[src/hdl/assert_macros.svh]
`ifndef ASSERT_MACROS_SVH
`define ASSERT_MACROS_SVH

// checked only while out of reset
`define ASSERT_CLKRST(label, prop, msg) \
    label: assert property (@(posedge i_clk) disable iff (!i_rst_n) prop) else $error(msg);

// checked in every cycle, reset included
`define ASSERT_CLK(label, prop, msg) \
    label: assert property (@(posedge i_clk) prop) else $error(msg);

`endif

[src/hdl/rc5_pkg.sv]
package rc5_pkg;

    localparam int WORD_W      = 32;
    localparam int ROT_W       = 5;
    localparam int KEY_INDEX_W = 5;
    localparam int RESET_WORDS = 26;

    typedef logic [WORD_W-1:0] t_word;

    typedef enum logic {
        KIND_LOAD    = 1'b0,
        KIND_ENCRYPT = 1'b1
    } t_kind;

    localparam t_word RESET_TABLE [RESET_WORDS] = '{
        32'h9BBBD8C8, 32'h1A37F7FB, 32'h46F8E8C5, 32'h460C6085, 32'h70F83B8A,
        32'h284B8303, 32'h513E1454, 32'hF621ED22, 32'h3125065D, 32'h11A83A5D,
        32'hD427686B, 32'h713AD82D, 32'h4B792F99, 32'h2799A4DD, 32'hA7901C49,
        32'hDEDE871A, 32'h36C03196, 32'hA7EFC249, 32'h61A78BB8, 32'h3B0A1D2B,
        32'h4DBFCA76, 32'hAE162167, 32'h30D76B0A, 32'h43192304, 32'hF6CC1431,
        32'h65046380
    };

    function automatic t_word reset_key(input int idx);
        t_word val;
        val = '0;
        if (idx < RESET_WORDS) begin
            val = RESET_TABLE[idx];
        end
        return val;
    endfunction

    // rotate by zero returns the word unchanged
    function automatic t_word rotl(input t_word w, input logic [ROT_W-1:0] amt);
        logic [2*WORD_W-1:0] dbl;
        dbl = {w, w} << amt;
        return dbl[2*WORD_W-1:WORD_W];
    endfunction

endpackage

[src/hdl/rc5_key_table.sv]
module rc5_key_table #(
    parameter int ROUNDS = 12
) (
    input  logic                                     i_clk,
    input  logic                                     i_rst_n,
    input  logic                                     i_we,
    input  logic [rc5_pkg::KEY_INDEX_W-1:0]          i_key_index,
    input  rc5_pkg::t_word                           i_key_word,
    output rc5_pkg::t_word [2*ROUNDS+1:0]            o_keys
);
    import rc5_pkg::*;

    localparam int NUM_KEYS   = 2 * ROUNDS + 2;
    localparam int MAX_STORED = 1 << KEY_INDEX_W;
    localparam int NUM_STORED = (NUM_KEYS < MAX_STORED) ? NUM_KEYS : MAX_STORED;

    for (genvar j = 0; j < NUM_KEYS; j++) begin : g_key
        if (j < NUM_STORED) begin : g_reg
            t_word r_key;

            always_ff @(posedge i_clk) begin
                if (!i_rst_n) begin
                    r_key <= reset_key(j);
                end else if (i_we && (i_key_index == KEY_INDEX_W'(j))) begin
                    r_key <= i_key_word;
                end
            end

            assign o_keys[j] = r_key;
        end else begin : g_const
            // beyond the reach of the load index: reset value stays
            assign o_keys[j] = reset_key(j);
        end
    end

endmodule

[config.mk]
export PLATFORM = sky130hd
export DESIGN_NAME = rc5_key_table
export DESIGN_NICKNAME = d
export VERILOG_FILES = /design/src/hdl/assert_macros.svh /design/src/hdl/rc5_pkg.sv /design/src/hdl/rc5_key_table.sv
export SDC_FILE = /design/constraint.sdc
export NUM_CORES = 2
export LEC_CHECK = 0
export ABC_AREA = 0
export BUFFER_PORTS_ARGS = -buffer_cell sky130_fd_sc_hd__buf_4
export CAP_MARGIN = 5
export CORE_AREA = 10 10 327 329
export CTS_BUF_LIST = sky130_fd_sc_hd__clkbuf_16
export DETAILED_ROUTE_END_ITERATION = 12
export DIE_AREA = 0 0 337 339
export PLACE_DENSITY = 0.61
export SETUP_SLACK_MARGIN = 0.02
export SLEW_MARGIN = 30
export SYNTH_ARGS = -nofsm -noshare
export SYNTH_HDL_FRONTEND = slang
export SYNTH_SLANG_ARGS = --single-unit
[constraint.sdc]
create_clock -name i_clk -period 3.9 [get_ports i_clk]
set_input_delay 0.39 -clock i_clk [delete_from_list [all_inputs] [get_ports i_clk]]
set_output_delay 0.39 -clock i_clk [all_outputs]
set_load 0.01 [all_outputs]
==> impl_metrics.yaml <==
die:
  dieArea_sq_um: 114000
  fp.dieW_um: 337
  pin_count: 872
  core_area_sq_um: 99900
  start_util_pct: 31.0
  die_h_um: 339
  rows: 116
placement:
  port_buffers: 871
  gp_congestion: 0.833
  pre_cts_ws_ps: 1350
  hpwl_um: 101000
timing:
  tns_ps: 0
  max_freq_ghz: 0.529
  setup-violations-final: 0
  tightest_slew_ps: 1040
  period_needed_ps: 1890
  report.final.slew_viol_count: 0
  slew_headroom_pct: 30.4
  hold_violations: 0
  post-route-period-util_pct: 48.5
  rsz0062_at_grt: "false"
  fin_ws_ps: 2010
  final.setup_skew_ps: 0
critical_path:
  critPathKind: "input pin to flip-flop"
  path_cells: "buf_4, and4bb_2, buf_4, nand2_2, buf_4, mux2i_1"
  endpoint_kind: "flip-flop"
  path_depth: 6
  cp_max_fo: 20
  cp.buffers_inverters: 3
  reg2reg_depth: 2
  start_kind: "input pin"
  slowest_stage: "nand2_2"
  worst-endpoint-required_ps: 4400
  worst_path_most_repeated_cell: "buf_4"
  path_delay_family: "buffers and inverters"
  max_stage_delay_ps: 550
  arrival_ps: 2390
synth:
  synth_area_sq_um: 31000
  yosys.area_share.xor_xnor_pct: 0
  synth-compound-area-share_pct: 3.80
  yosysTopAreaCellShare_pct: 53.8
  synthCells: 3049
  synth_fa_ha_area_share_pct: 0
  synth-seq-area-share_pct: 53.8
  synthMuxAreaShare_pct: 21.8
  syn_nets: 3089
  synth-seq-cells: 832
  yosys_warnings: 0
  synth_top_family_by_area: "multiplexers"
  synth.distinct_cells: 25
  synth.area.top_cells: "dfxtp_1 54%, mux2i_1 22%, nand2_1 5.8%"
  synth_simple_gate_area_share_pct: 16.4
  yosysTopAreaCell: "dfxtp_1"
  syn_avg_cell_area_sq_um: 10.2
clock_tree:
  cts.sink_count: 832
  cts_max_level: 3
  cts.path.max_buffers: 3
  ctsResizeCount: 0
  clkSlewWorstSetupHoldPaths_ps: 60
  cts_tree: "yes"
  clk_latency_ps: 670
  root_buffer: "clkbuf_16"
  cts_buffers: 91
worst_hold_path:
  whs_path_depth: 3
  min_path_type: "input pin to flip-flop"
finish:
  syn_to_final_growth_pct: 34.5
  n_fill_cell: 9812
  drive_above_1_share_pct: 29.5
  regMostFlops: "g_key.g_reg.r_key"
  final_nets: 3863
  largest_register_ffs: 832
  regArea_sq_um: 16700
  reg_top3: "g_key.g_reg.r_key x832"
  multi_input_area_sq_um: 13200
grt:
  grt_max_degree: 176
  met3_usage_pct: 6.87
  grt_overflow_total: 0
  grt-busiest-layer: "met2"
  use_met2_pct: 39.4
  met1_usage_pct: 29.0
  grt_usage_pct: 23.9
  antenna_found_initial: 6
  grt_pass1_vias: 24400
  grt_pass1_wl_um: 196000
pwr:
  combPwrFrac_pct: 6.1
  power_mw: 18.0
  seqPwrFrac_pct: 47.8
  power.density_nw_per_um2: 433
  p_leak_nw: 20.7
  internal_power_mw: 13.6
  power.switching_mw: 4.46
  ir_drop_mv: 0.288
  swShare_pct: 24.8
  p_clk_share_pct: 46.2
status:
  outcome: "finished clean"
drt:
  vias_per_cell: 4.93
  firstDrtPassIters: 5
  antenna_left: 0
  vias: 25600
  routedWlPerCell_um: 27.8
  routed_wirelength_um: 144000
  drtIter0Drc: 2117
  remaining_drc_errors: 0
run:
  cap_viol_max_count: 0
[worst min-delay path, stage by stage]
cell and delay, ps:
buf_4 160, nand3_1 80, nand3_1 60
[metrics by stage]
| stage | hold slack [ps] | cells | area [sq um] | utilization (%) |
|---|---|---|---|---|
| after floorplan | 479 | 3049 | 31000 | - |
| after global placement | 444 | 5008 | 38600 | 38.6 |
| after detailed placement | 449 | 5010 | 38600 | 38.7 |
| after CTS | 4.68 | 5190 | 41600 | 41.7 |
| after global routing | 41.2 | 5191 | 41600 | 41.7 |
| final | 73.6 | 5191 | 41600 | 41.7 |
[routing by layer]
| metal | vias to the layer above | routed length (um) |
|---|---|---|
| met3 | 242 | 11900 |
| met4 | 0 | 6030 |
| met1 | 12600 | 58500 |
| met2 | 1093 | 67700 |
| met5 | - | 0 |
| li1 | 11700 | - |
[timing repair]
item	4_1_cts	5_1_grt
setup endpoints to repair	0	0
buffers inserted	0	0
hold endpoints to repair	32	0
hold buffers	18	0
[path summary, 6_finish.rpt]
| path | startpoint | endpoint | slack (ps) |
|---|---|---|---|
| max | i_key_index[0] | g_key[20].g_reg.r_key[26]$_SDFFE_PN1P_ | 2010 |
| min | i_key_word[24] | g_key[19].g_reg.r_key[24]$_SDFFE_PN1P_ | 70 |
| max reg2reg | g_key[17].g_reg.r_key[31]$_SDFFE_PN1P_ | g_key[17].g_reg.r_key[31]$_SDFFE_PN1P_ | 3080 |
| min reg2reg | g_key[14].g_reg.r_key[14]$_SDFFE_PN0P_ | g_key[14].g_reg.r_key[14]$_SDFFE_PN0P_ | 460 |
[final cells by class]
type | instances | area share (%)
Multi-Input combinational cell | 1932 | 31.7
Clock inverter | 70 | 1.23
Clock buffer | 92 | 5.53
Tap cell | 1298 | 3.90
Timing Repair Buffer | 966 | 17.6
Sequential cell | 832 | 40.0
Antenna cell | 1 | 0.00601
[Yosys cell counts]
| cell type | instances |
|---|---|
| nand3_2 | 2 |
| nand2b_1 | 79 |
| buf_4 | 39 |
| nand2_1 | 479 |
| nor4b_4 | 1 |
| and4bb_2 | 2 |
| or2_2 | 1 |
| nand3_1 | 158 |
| nor4bb_1 | 1 |
| nand2_2 | 12 |
| a21oi_1 | 156 |
| nand4_1 | 1 |
| and4b_1 | 3 |
| and2_1 | 5 |
| nand2_4 | 1 |
| dfxtp_1 | 832 |
| o21ai_0 | 79 |
| nand4b_1 | 2 |
| and4_1 | 1 |
| nor2b_1 | 272 |
| buf_2 | 73 |
| mux2i_1 | 675 |
| nor2_2 | 2 |
| buf_1 | 22 |
| clkbuf_1 | 151 |
[power groups by stage]
stage               clock network (mW)  registers, mW  logic, mW
global placement                     0           8.79       1.08
finish                            8.32           8.61       1.10
detailed placement                   0           8.79       1.08
floorplan                            0           8.82      0.448
global route                      8.81           8.61       1.13
CTS                               8.49           8.60       1.10
[layout by cell type (no fill, tap or decap), types with 2 or more instances in the layout]
master and instances:
clkbuf_16 92, o21ai_0 79, nand3_1 158, and2_2 3, inv_6 5, dfxtp_1 832
nand4b_1 2, and2_1 2, bufinv_16 6, buf_4 943, nand2_1 464, clkinvlp_4 3
clkinv_2 18, nor2b_2 23, nand2b_1 79, buf_12 3, and4b_1 2, nor2b_1 238
inv_1 21, a21oi_1 156, and4bb_2 2, nand2_2 27, dlygate4sd3_1 18, nand3_2 2
clkinv_1 14, mux2i_1 675, nor2b_4 11
[kinds of logic after synthesis]
| kind of cell | count (synthesis) |
|---|---|
| and+or+nand+nor | 1022 |
| DFF | 832 |
| muxes | 675 |
| buffers and inverters | 285 |
| AOI/OAI and AO/OA | 235 |
(Power assumes the default switching activity.)
