`src/hdl/assert_macros.svh`:
```
`ifndef ASSERT_MACROS_SVH
`define ASSERT_MACROS_SVH

// checked only while out of reset
`define ASSERT_CLKRST(label, prop, msg) \
    label: assert property (@(posedge i_clk) disable iff (!i_rst_n) prop) else $error(msg);

// checked in every cycle, reset included
`define ASSERT_CLK(label, prop, msg) \
    label: assert property (@(posedge i_clk) prop) else $error(msg);

`endif

```
`src/hdl/rc5_pkg.sv`:
```
package rc5_pkg;

    localparam int WORD_W      = 32;
    localparam int ROT_W       = 5;
    localparam int KEY_INDEX_W = 5;
    localparam int RESET_WORDS = 26;

    typedef logic [WORD_W-1:0] t_word;

    typedef enum logic {
        KIND_LOAD    = 1'b0,
        KIND_ENCRYPT = 1'b1
    } t_kind;

    localparam t_word RESET_TABLE [RESET_WORDS] = '{
        32'h9BBBD8C8, 32'h1A37F7FB, 32'h46F8E8C5, 32'h460C6085, 32'h70F83B8A,
        32'h284B8303, 32'h513E1454, 32'hF621ED22, 32'h3125065D, 32'h11A83A5D,
        32'hD427686B, 32'h713AD82D, 32'h4B792F99, 32'h2799A4DD, 32'hA7901C49,
        32'hDEDE871A, 32'h36C03196, 32'hA7EFC249, 32'h61A78BB8, 32'h3B0A1D2B,
        32'h4DBFCA76, 32'hAE162167, 32'h30D76B0A, 32'h43192304, 32'hF6CC1431,
        32'h65046380
    };

    function automatic t_word reset_key(input int idx);
        t_word val;
        val = '0;
        if (idx < RESET_WORDS) begin
            val = RESET_TABLE[idx];
        end
        return val;
    endfunction

    // rotate by zero returns the word unchanged
    function automatic t_word rotl(input t_word w, input logic [ROT_W-1:0] amt);
        logic [2*WORD_W-1:0] dbl;
        dbl = {w, w} << amt;
        return dbl[2*WORD_W-1:WORD_W];
    endfunction

endpackage

```
`src/hdl/rc5_half_round.sv`:
```
module rc5_half_round (
    input  logic           i_clk,
    input  logic           i_rst_n,
    input  logic           i_en,
    input  logic           i_valid,
    input  rc5_pkg::t_word i_x,
    input  rc5_pkg::t_word i_y,
    input  rc5_pkg::t_word i_key,
    output logic           o_valid,
    output rc5_pkg::t_word o_x,
    output rc5_pkg::t_word o_y
);
    import rc5_pkg::*;

    logic  r_valid;
    t_word r_x;
    t_word r_y;
    t_word n_x;

    assign n_x = rotl(i_x ^ i_y, i_y[ROT_W-1:0]) + i_key;

    always_ff @(posedge i_clk) begin
        if (!i_rst_n) begin
            r_valid <= 1'b0;
        end else if (i_en) begin
            r_valid <= i_valid;
        end
    end

    always_ff @(posedge i_clk) begin
        if (i_en) begin
            r_x <= n_x;
            r_y <= i_y;
        end
    end

    assign o_valid = r_valid;
    assign o_x     = r_x;
    assign o_y     = r_y;

endmodule

```
`config.mk`:
```
export PLATFORM = sky130hd
export DESIGN_NAME = rc5_half_round
export DESIGN_NICKNAME = d
export VERILOG_FILES = /design/src/hdl/assert_macros.svh /design/src/hdl/rc5_pkg.sv /design/src/hdl/rc5_half_round.sv
export SDC_FILE = /design/constraint.sdc
export NUM_CORES = 1
export LEC_CHECK = 0
export ABC_AREA = 1
export BUFFER_PORTS_ARGS = -buffer_cell sky130_fd_sc_hd__buf_4
export CORE_UTILIZATION = 30
export CTS_CLUSTER_DIAMETER = 100
export DETAILED_ROUTE_END_ITERATION = 12
export GPL_TIMING_DRIVEN = 0
export PLACE_DENSITY_LB_ADDON = 0.12
export SLEW_MARGIN = 20
export SYNTH_ARGS = -nofsm -noshare
export SYNTH_HDL_FRONTEND = slang
export SYNTH_SLANG_ARGS = --single-unit
```
`constraint.sdc`:
```
create_clock -name i_clk -period 3.4 [get_ports i_clk]
set_input_delay 0.51 -clock i_clk [delete_from_list [all_inputs] [get_ports i_clk]]
set_output_delay 0.51 -clock i_clk [all_outputs]
set_load 0.02 [all_outputs]
```
==> impl_summary.log, run 1 <==
INFO  metric numPortBuffers = around 160
INFO  metric place.gp.congestion = between 0.9 and 1
INFO  metric synth_edf_count = 64
INFO  metric synth.lib_cells_used.distinct = 45
INFO  metric initial_core_util = between 30 and 40%
INFO  metric syn_nets = around 1100
INFO  metric antenna-diode-count = 0
INFO  metric critPathRequiredTime = approximately 3500 ps
INFO  metric globalRouteOverflowTotal = 0
INFO  metric total_leakage_power = 4.34 nW
INFO  metric vias_per_cell = between 5 and 6
INFO  metric worst_setup_path_start_kind = primary input
INFO  metric placedInstanceArea = around 8300 µm²
INFO  metric place_inst = about 1400
INFO  metric maximum_operating_frequency = 311 MHz
INFO  metric synth_compound_area_share = about an eighth
INFO  metric timing.final.crit_share = a little over nine tenths
INFO  metric post_synth_xor_area_fraction = 3.38%
INFO  metric crit_type = primary input to register
INFO  metric ys.warnings.count = 0
INFO  metric placementRows = 54
INFO  metric finalCriticalPeriod = between 3000 and 4000 ps
INFO  metric drt-initial-drc-count = about 600
INFO  metric worst_ir_drop_vdd = 0.000227 V
INFO  metric stdcell_count = between 1000 and 1500
INFO  metric synth_cells = 971
INFO  metric ys_seq_area_share = approximately 29%
INFO  metric totalWireLength = between 20000 and 25000 µm
INFO  metric finalMaxSlewViolations = 0
INFO  metric min_path_type = primary input to register
INFO  metric cts_tree = built
INFO  metric dpl.hpwl = 19900 µm
INFO  metric die_h = ~150 µm
INFO  metric post_layout_inst_area = ~9000 µm²
INFO  metric grt_use_total = between 20 and 25%
INFO  metric nNetsFinal = ~1300
INFO  metric final.fill_count = 2379
INFO  metric insertion_delay = 350 ps
INFO  metric muxShareOfSynthArea = less than 1%
INFO  metric power.density_cell_area = around 430 nW/µm²
INFO  metric timing.final.hold_violations = 0
INFO  metric final_layout_size_suffix_gt1_share = between 20% and 30%
INFO  metric drtPass1Iterations = 6
INFO  metric path_max_fanout = 9
INFO  metric worst-endpoint-arrival = between 3000 and 4000 ps
INFO  metric largest_net_degree_at_the_start_of_global_routing = between 60 and 70
INFO  metric syn_to_final_growth = 35.1%
INFO  metric cts_hold_buf = 0
INFO  metric die_width = approximately 150 µm
INFO  metric largest_buffer_count_on_any_clock_path = 2
INFO  metric wl_per_cell = ~17 µm
INFO  metric post_synthesis_adder_cell_area_fraction = under 10%
INFO  metric cts_num_sinks = between 60 and 70
INFO  metric grt_antenna_before_repair = 0
INFO  metric synth.ff_latch_count = 65
INFO  metric via_count = about 7400
INFO  metric drtAntennaViolNets = 0
INFO  metric clk_pin_slew_worst_paths = 60 ps
INFO  metric finClkSkew = 0 ps
INFO  metric io-pin-count = roughly 170
INFO  metric grt_pass1_wl = ~38000 µm
INFO  metric fp.coreArea = approximately 22000 µm²
INFO  metric die_area = approximately 23000 µm²
INFO  metric grt_pass1_vias = about 6900
INFO  metric max-cap-violations = 0
INFO  metric post_synth_and_or_nand_nor_area_fraction = 38.5%
INFO  metric prevailing_post_synth_register_cell = sky130_fd_sc_hd__edfxtp_1
INFO  metric clock_tree.root_cell = sky130_fd_sc_hd__clkbuf_16
INFO  metric main_combinational_cell_family_by_area_after_synthesis = simple AND/OR/NAND/NOR gates
INFO  metric syn_area = around 6700 µm²
INFO  metric route.detailed.drc = 0
INFO  metric ys_async_sr_fraction = 0%
INFO  metric max_slew_margin = approximately 43%
INFO  metric setup_violating_endpoint_count_in_the_final_report = 0
INFO  metric critical_path.endpoint_type = register
INFO  metric ctsHtreeMaxLevel = 3
INFO  metric tightest_slew = ~850 ps
INFO  metric synth_area_per_cell = 6.94 µm²
INFO  metric status = complete, no violations
INFO  metric number_of_buffers_created_by_cts = 9
path summary, 6_finish.rpt:
check | start | cells after the start | to | slack, ps
max | i_y[4] | 21 | o_x[28]$_DFFE_PP_ | 190
min | i_y[1] | 1 | o_y[1]$_DFFE_PP_ | 340
min reg2reg | o_valid$_SDFFE_PN0P_ | 2 | o_valid$_SDFFE_PN0P_ | 550
max reg2reg | o_valid$_SDFFE_PN0P_ | 2 | o_valid$_SDFFE_PN0P_ | 2740
cell usage after synthesis (5+ instances only):
| cell type | count | share of area, % |
|---|---|---|
| sky130_fd_sc_hd__nand2_1 | 286 | 16 |
| sky130_fd_sc_hd__nand3_1 | 191 | 14 |
| sky130_fd_sc_hd__inv_1 | 93 | 5.2 |
| sky130_fd_sc_hd__edfxtp_1 | 64 | 29 |
| sky130_fd_sc_hd__a21oi_1 | 44 | 3.3 |
| sky130_fd_sc_hd__nor2_1 | 37 | 2.1 |
| sky130_fd_sc_hd__ha_1 | 34 | 6.3 |
| sky130_fd_sc_hd__o21ai_0 | 23 | 1.7 |
| sky130_fd_sc_hd__o21ai_1 | 21 | 1.6 |
| sky130_fd_sc_hd__xor2_1 | 18 | 2.3 |
| sky130_fd_sc_hd__nand3_2 | 16 | 2.4 |
| sky130_fd_sc_hd__nand2_2 | 13 | 1.2 |
| sky130_fd_sc_hd__o211ai_1 | 11 | 1.2 |
| sky130_fd_sc_hd__o21ai_2 | 11 | 1.4 |
| sky130_fd_sc_hd__buf_2 | 10 | 0.74 |
| sky130_fd_sc_hd__o211ai_2 | 9 | 1.7 |
| sky130_fd_sc_hd__buf_6 | 8 | 1.3 |
| sky130_fd_sc_hd__xnor2_1 | 8 | 1.0 |
| sky130_fd_sc_hd__buf_1 | 6 | 0.33 |
| sky130_fd_sc_hd__clkbuf_1 | 6 | 0.33 |
| sky130_fd_sc_hd__inv_2 | 6 | 0.33 |
| sky130_fd_sc_hd__nor3_1 | 6 | 0.45 |
| sky130_fd_sc_hd__buf_4 | 5 | 0.56 |
layout make-up:
class / count / area (µm²) / area share [%]
Clock inverter: 4 / 50.0 / 0.550
Multi-Input combinational cell: 769 / 4500 / 49.5
Timing Repair Buffer: 175 / 1320 / 14.5
Buffer: 35 / 282 / 3.09
Tap cell: 280 / 350 / 3.85
Inverter: 100 / 393 / 4.32
Sequential cell: 65 / 1940 / 21.3
Clock buffer: 12 / 267 / 2.93
sequential cells by signal (all words and copies together), names as in the netlist:
name     cells
o_x         32
o_valid      1
o_y         32
what timing repair did:
action / in CTS / in global routing
setup buffers: 2 / 9
hold endpoints to repair: 0 / 0
setup endpoints to repair: 11 / 21
resized for setup: 7 / 94
pin swaps: 1 / 22
layer usage:
metal  vias up  track usage (%)  part of all wire (%)
met5         -                0                     0
met4         0             5.57                   1.2
met3        25             3.19                   5.7
met2       238             32.3                    43
met1      3451             31.6                    50
li1       3681                -                     -
power breakdown:
part           internal [W]  total, W  switching (W)
registers           0.00106   0.00109      0.0000321
logic              0.000714   0.00185        0.00114
clock network      0.000627   0.00102       0.000389
critical path, cell delays in order:
cell and delay, ps:
sky130_fd_sc_hd__buf_4 90, sky130_fd_sc_hd__buf_4 170, sky130_fd_sc_hd__inv_4 60, sky130_fd_sc_hd__nand2_1 70, sky130_fd_sc_hd__nand2_1 70, sky130_fd_sc_hd__nor2_2 140
sky130_fd_sc_hd__a31oi_4 60, sky130_fd_sc_hd__o21ai_1 220, sky130_fd_sc_hd__nand2_1 100, sky130_fd_sc_hd__nand3_1 110, sky130_fd_sc_hd__nand3_1 90, sky130_fd_sc_hd__nand2_2 130
sky130_fd_sc_hd__ha_2 180, sky130_fd_sc_hd__inv_2 60, sky130_fd_sc_hd__fa_2 420, sky130_fd_sc_hd__o21ai_1 320, sky130_fd_sc_hd__nand3_1 150, sky130_fd_sc_hd__nand3_2 140
sky130_fd_sc_hd__nand2_1 60, sky130_fd_sc_hd__nand3_1 80, sky130_fd_sc_hd__xor2_1 80
logic make-up after synthesis:
kind of cell / count (synthesis)
fa+ha+maj: 35
flops: 65
simple gates: 569
compound gates: 137
xor+xnor: 26
mux: 2
buf+inv: 137
cells in the final DEF, fill, tap and decap left out, types with 5 or more instances in the layout:
cell type	instances
sky130_fd_sc_hd__a21oi_1	31
sky130_fd_sc_hd__a21oi_2	14
sky130_fd_sc_hd__buf_1	5
sky130_fd_sc_hd__buf_2	7
sky130_fd_sc_hd__buf_4	176
sky130_fd_sc_hd__buf_6	7
sky130_fd_sc_hd__clkbuf_16	9
sky130_fd_sc_hd__edfxtp_1	64
sky130_fd_sc_hd__ha_1	24
sky130_fd_sc_hd__ha_4	7
sky130_fd_sc_hd__inv_1	91
sky130_fd_sc_hd__inv_2	6
sky130_fd_sc_hd__nand2_1	276
sky130_fd_sc_hd__nand2_2	23
sky130_fd_sc_hd__nand3_1	188
sky130_fd_sc_hd__nand3_2	19
sky130_fd_sc_hd__nor2_1	32
sky130_fd_sc_hd__nor2_2	6
sky130_fd_sc_hd__nor3_1	5
sky130_fd_sc_hd__o211ai_1	11
sky130_fd_sc_hd__o211ai_2	9
sky130_fd_sc_hd__o21ai_0	17
sky130_fd_sc_hd__o21ai_1	17
sky130_fd_sc_hd__o21ai_2	18
sky130_fd_sc_hd__xnor2_1	8
sky130_fd_sc_hd__xor2_1	17
through the flow:
stage                     TNS [ps]  power (W)  hold slack (ps)  setup WS (ps)  util (%)
after floorplan                  0    0.00217              603            355         -
after global placement       -8210    0.00279              535           -578      38.0
after detailed placement     -8090    0.00279              531           -582      38.0
after CTS                        0    0.00384              329           8.46      39.6
after global routing         -18.6    0.00420              336          -11.2      41.6
final                            0    0.00396              342            186      41.6
Note: power is estimated with default switching activity, not from simulation.
==> inputs of run 2 (changes only) <==
ABC_AREA = unset   (was 1)
==> impl_summary.log, run 2 <==
INFO  metric worst-endpoint-arrival = 3950 ps
INFO  metric prevailing_post_synth_register_cell = sky130_fd_sc_hd__edfxtp_1
INFO  metric total_leakage_power = around 3.9 nW
INFO  metric clock_tree.root_cell = sky130_fd_sc_hd__clkbuf_16
INFO  metric grt_pass1_wl = 31600 µm
INFO  metric die_area = 20900 µm²
INFO  metric totalWireLength = slightly above 20000 µm
INFO  metric worst_ir_drop_vdd = between 0.0002 and 0.00025 V
INFO  metric finalCriticalPeriod = ~3800 ps
INFO  metric drtPass1Iterations = 4
INFO  metric stdcell_count = roughly 1100
INFO  metric globalRouteOverflowTotal = 0
INFO  metric drt-initial-drc-count = a little under 200
INFO  metric tightest_slew = a little under 900 ps
INFO  metric critical_path.endpoint_type = register
INFO  metric syn_nets = 717
INFO  metric status = finished with violations
INFO  metric synth.ff_latch_count = 65
INFO  metric rsz0062_at_grt = yes
INFO  metric syn_to_final_growth = 55.8%
INFO  metric synth_area_per_cell = 10.5 µm²
INFO  metric layout.cells.most_common = sky130_fd_sc_hd__buf_4
INFO  metric crit_type = primary input to register
INFO  metric largest_net_degree_at_the_start_of_global_routing = 66
INFO  metric place.gp.congestion = 0.865
INFO  metric crit_path_max_incr_delay = between 500 and 600 ps
INFO  metric maximum_operating_frequency = 264 MHz
INFO  metric max_slew_margin = 42.3%
INFO  metric synth.lib_cells_used.distinct = 62
INFO  metric place_inst = around 1000
INFO  metric dpl.hpwl = 15900 µm
INFO  metric timing.final.crit_share = 111%
INFO  metric final.setup.worst_slack = -387 ps
INFO  metric fin_hold_ws = ~360 ps
INFO  metric vias_per_cell = between 5 and 6
INFO  metric cts_tree = built
INFO  metric synth_most_common_cell = sky130_fd_sc_hd__edfxtp_1
INFO  metric grt_antenna_before_repair = 0
INFO  metric largest_buffer_count_on_any_clock_path = 2
INFO  metric numPortBuffers = 164
INFO  metric final_layout_size_suffix_gt1_share = between 50% and 60%
INFO  metric antenna-diode-count = 0
INFO  metric insertion_delay = around 340 ps
INFO  metric ctsHtreeMaxLevel = 3
INFO  metric finalMaxSlewViolations = 0
INFO  metric synth_top_cells_by_count = sky130_fd_sc_hd__edfxtp_1 (64), sky130_fd_sc_hd__nand2_1 (60), sky130_fd_sc_hd__nor2_1 (48)
INFO  metric critPathRequiredTime = about 3600 ps
INFO  metric setup_violating_endpoint_count_in_the_final_report = 24
INFO  metric ys.warnings.count = 0
INFO  metric path_max_fanout = 8
INFO  metric path_cells = buf_12, inv_16, buf_4, mux4_2, mux4_2, a21oi_4, ha_4, a21o_1, a21o_1, a2111oi_4, nor4_4, a211o_4, o211ai_1, nor4b_2
INFO  metric finClkSkew = 0 ps
INFO  metric synth_largest_type_area_fraction = between 30% and 40%
INFO  metric clk_pin_slew_worst_paths = 60 ps
INFO  metric die_h = around 140 µm
INFO  metric timing.final.hold_violations = 0
INFO  metric worst_setup_path_start_kind = primary input
INFO  metric nNetsFinal = roughly 950
INFO  metric wl_per_cell = around 19 µm
INFO  metric post_synth_main_area_contributors = sky130_fd_sc_hd__edfxtp_1 (32%), sky130_fd_sc_hd__mux4_2 (13%), sky130_fd_sc_hd__ha_1 (7.0%)
INFO  metric min_path_type = primary input to register
INFO  metric power.density_cell_area = just under 500 nW/µm²
INFO  metric die_width = approximately 140 µm
INFO  metric grt_pass1_vias = around 5800
INFO  metric drtAntennaViolNets = 0
INFO  metric io-pin-count = 165
INFO  metric final.fill_count = about 1900
INFO  metric via_count = about 5600
INFO  metric grt_use_total = between 20% and 30%
INFO  metric initial_core_util = 31.0%
INFO  metric route.detailed.drc = 0
INFO  metric final_cell_mix = sky130_fd_sc_hd__buf_4 (212), sky130_fd_sc_hd__edfxtp_1 (64), sky130_fd_sc_hd__nand2_1 (56)
INFO  metric number_of_buffers_created_by_cts = 9
INFO  metric synth_cells = ~580
INFO  metric violations_in_the_final_reports = negative setup slack
INFO  metric fp.coreArea = about 20000 µm²
INFO  metric syn_area = around 6100 µm²
INFO  metric netlist.top_cell.by_area = sky130_fd_sc_hd__edfxtp_1
INFO  metric slowest_stage = sky130_fd_sc_hd__mux4_2
INFO  metric max-cap-violations = 0
INFO  metric synth_edf_count = 64
INFO  metric placementRows = 51
INFO  metric ys_async_sr_fraction = 0%
INFO  metric cts_num_sinks = 65
INFO  metric cts_hold_buf = 0
INFO  metric ys_seq_area_share = about a third
run 2: changes by cell type after synthesis, moves of 17 or more:
cell / before / now
sky130_fd_sc_hd__a211oi_1: 0 / 17
sky130_fd_sc_hd__o21ai_1: 21 / 2
sky130_fd_sc_hd__nand2_1: 286 / 60
sky130_fd_sc_hd__nand3_1: 191 / 7
sky130_fd_sc_hd__inv_1: 93 / 18
sky130_fd_sc_hd__mux4_2: 0 / 34
sky130_fd_sc_hd__mux2i_1: 2 / 30
sky130_fd_sc_hd__xnor2_1: 8 / 43
run 2: routing by layer:
metal / vias to the layer above / share of wire, % / global-route usage (%)
met5: - / 0 / 0
met4: 0 / 4.0 / 10.7
met3: 46 / 5.5 / 4.44
met2: 179 / 50 / 35.7
met1: 2681 / 41 / 23.2
li1: 2675 / - / -
run 2: report_power, final:
group | switching [W] | total (W) | internal (W)
Clock | 0.000366 | 0.00101 | 0.000647
Combinational | 0.00132 | 0.00246 | 0.00114
Sequential | 0.0000399 | 0.00113 | 0.00109
Total | 0.00173 | 0.00461 | 0.00288
run 2: area by class of cell:
| class | count | area [µm²] | share of cell area (%) |
|---|---|---|---|
| plain buffers | 25 | 188 | 1.98 |
| clock buffers | 14 | 284 | 3.00 |
| clock inverters | 2 | 35.0 | 0.369 |
| inverters | 22 | 114 | 1.20 |
| multi-input cells | 467 | 4820 | 50.9 |
| flip-flops and latches | 65 | 1940 | 20.5 |
| well taps | 265 | 332 | 3.50 |
| repair buffers | 220 | 1760 | 18.6 |
run 2: final timing paths:
check,to,slack [ps],cells past startpoint,start
setup / recovery,o_x[30]$_DFFE_PP_,-390,14,i_y[0]
hold / removal,o_y[9]$_DFFE_PP_,360,1,i_y[9]
setup reg to reg,o_valid$_SDFFE_PN0P_,2810,2,o_valid$_SDFFE_PN0P_
hold reg to reg,o_valid$_SDFFE_PN0P_,520,2,o_valid$_SDFFE_PN0P_
run 2: worst max-delay path: cells and delay by family:
family | cells | cell delay, ps
AO/OA/AOI/OAI | 6 | 1530
multiplexers | 2 | 1060
AND/OR/NAND/NOR | 2 | 320
buffers and inverters | 3 | 300
adder cells (fa/ha/maj) | 1 | 230
run 2: logic make-up after synthesis:
| logic type | synth area share (%) |
|---|---|
| and+or+nand+nor | 12.3 |
| AOI/OAI and AO/OA | 15.3 |
| muxes | 21.0 |
| DFF | 31.9 |
| xor gates and xnor gates | 8.04 |
| buffers and inverters | 4.07 |
| adders and majority gates | 7.32 |
run 2: what timing repair did:
action                     CTS  global route
setup buffers               44            10
setup endpoints to repair   26            26
gates cloned                 2             0
pin swaps                   56            27
resized for setup          157            35
run 2: metrics by stage:
| step | worst slack, ps | setup TNS [ps] | utilization [%] | total power, W | area [µm²] |
|---|---|---|---|---|---|
| after floorplan | -324 | -3210 | - | 0.00246 | 6240 |
| after global placement | -1410 | -25060 | 39.7 | 0.00312 | 7800 |
| after detailed placement | -1340 | -24710 | 39.7 | 0.00314 | 7800 |
| after CTS | -382 | -5550 | 47.0 | 0.00452 | 9230 |
| after global routing | -545 | -9300 | 48.2 | 0.00486 | 9480 |
| final | -387 | -5670 | 48.2 | 0.00461 | 9480 |
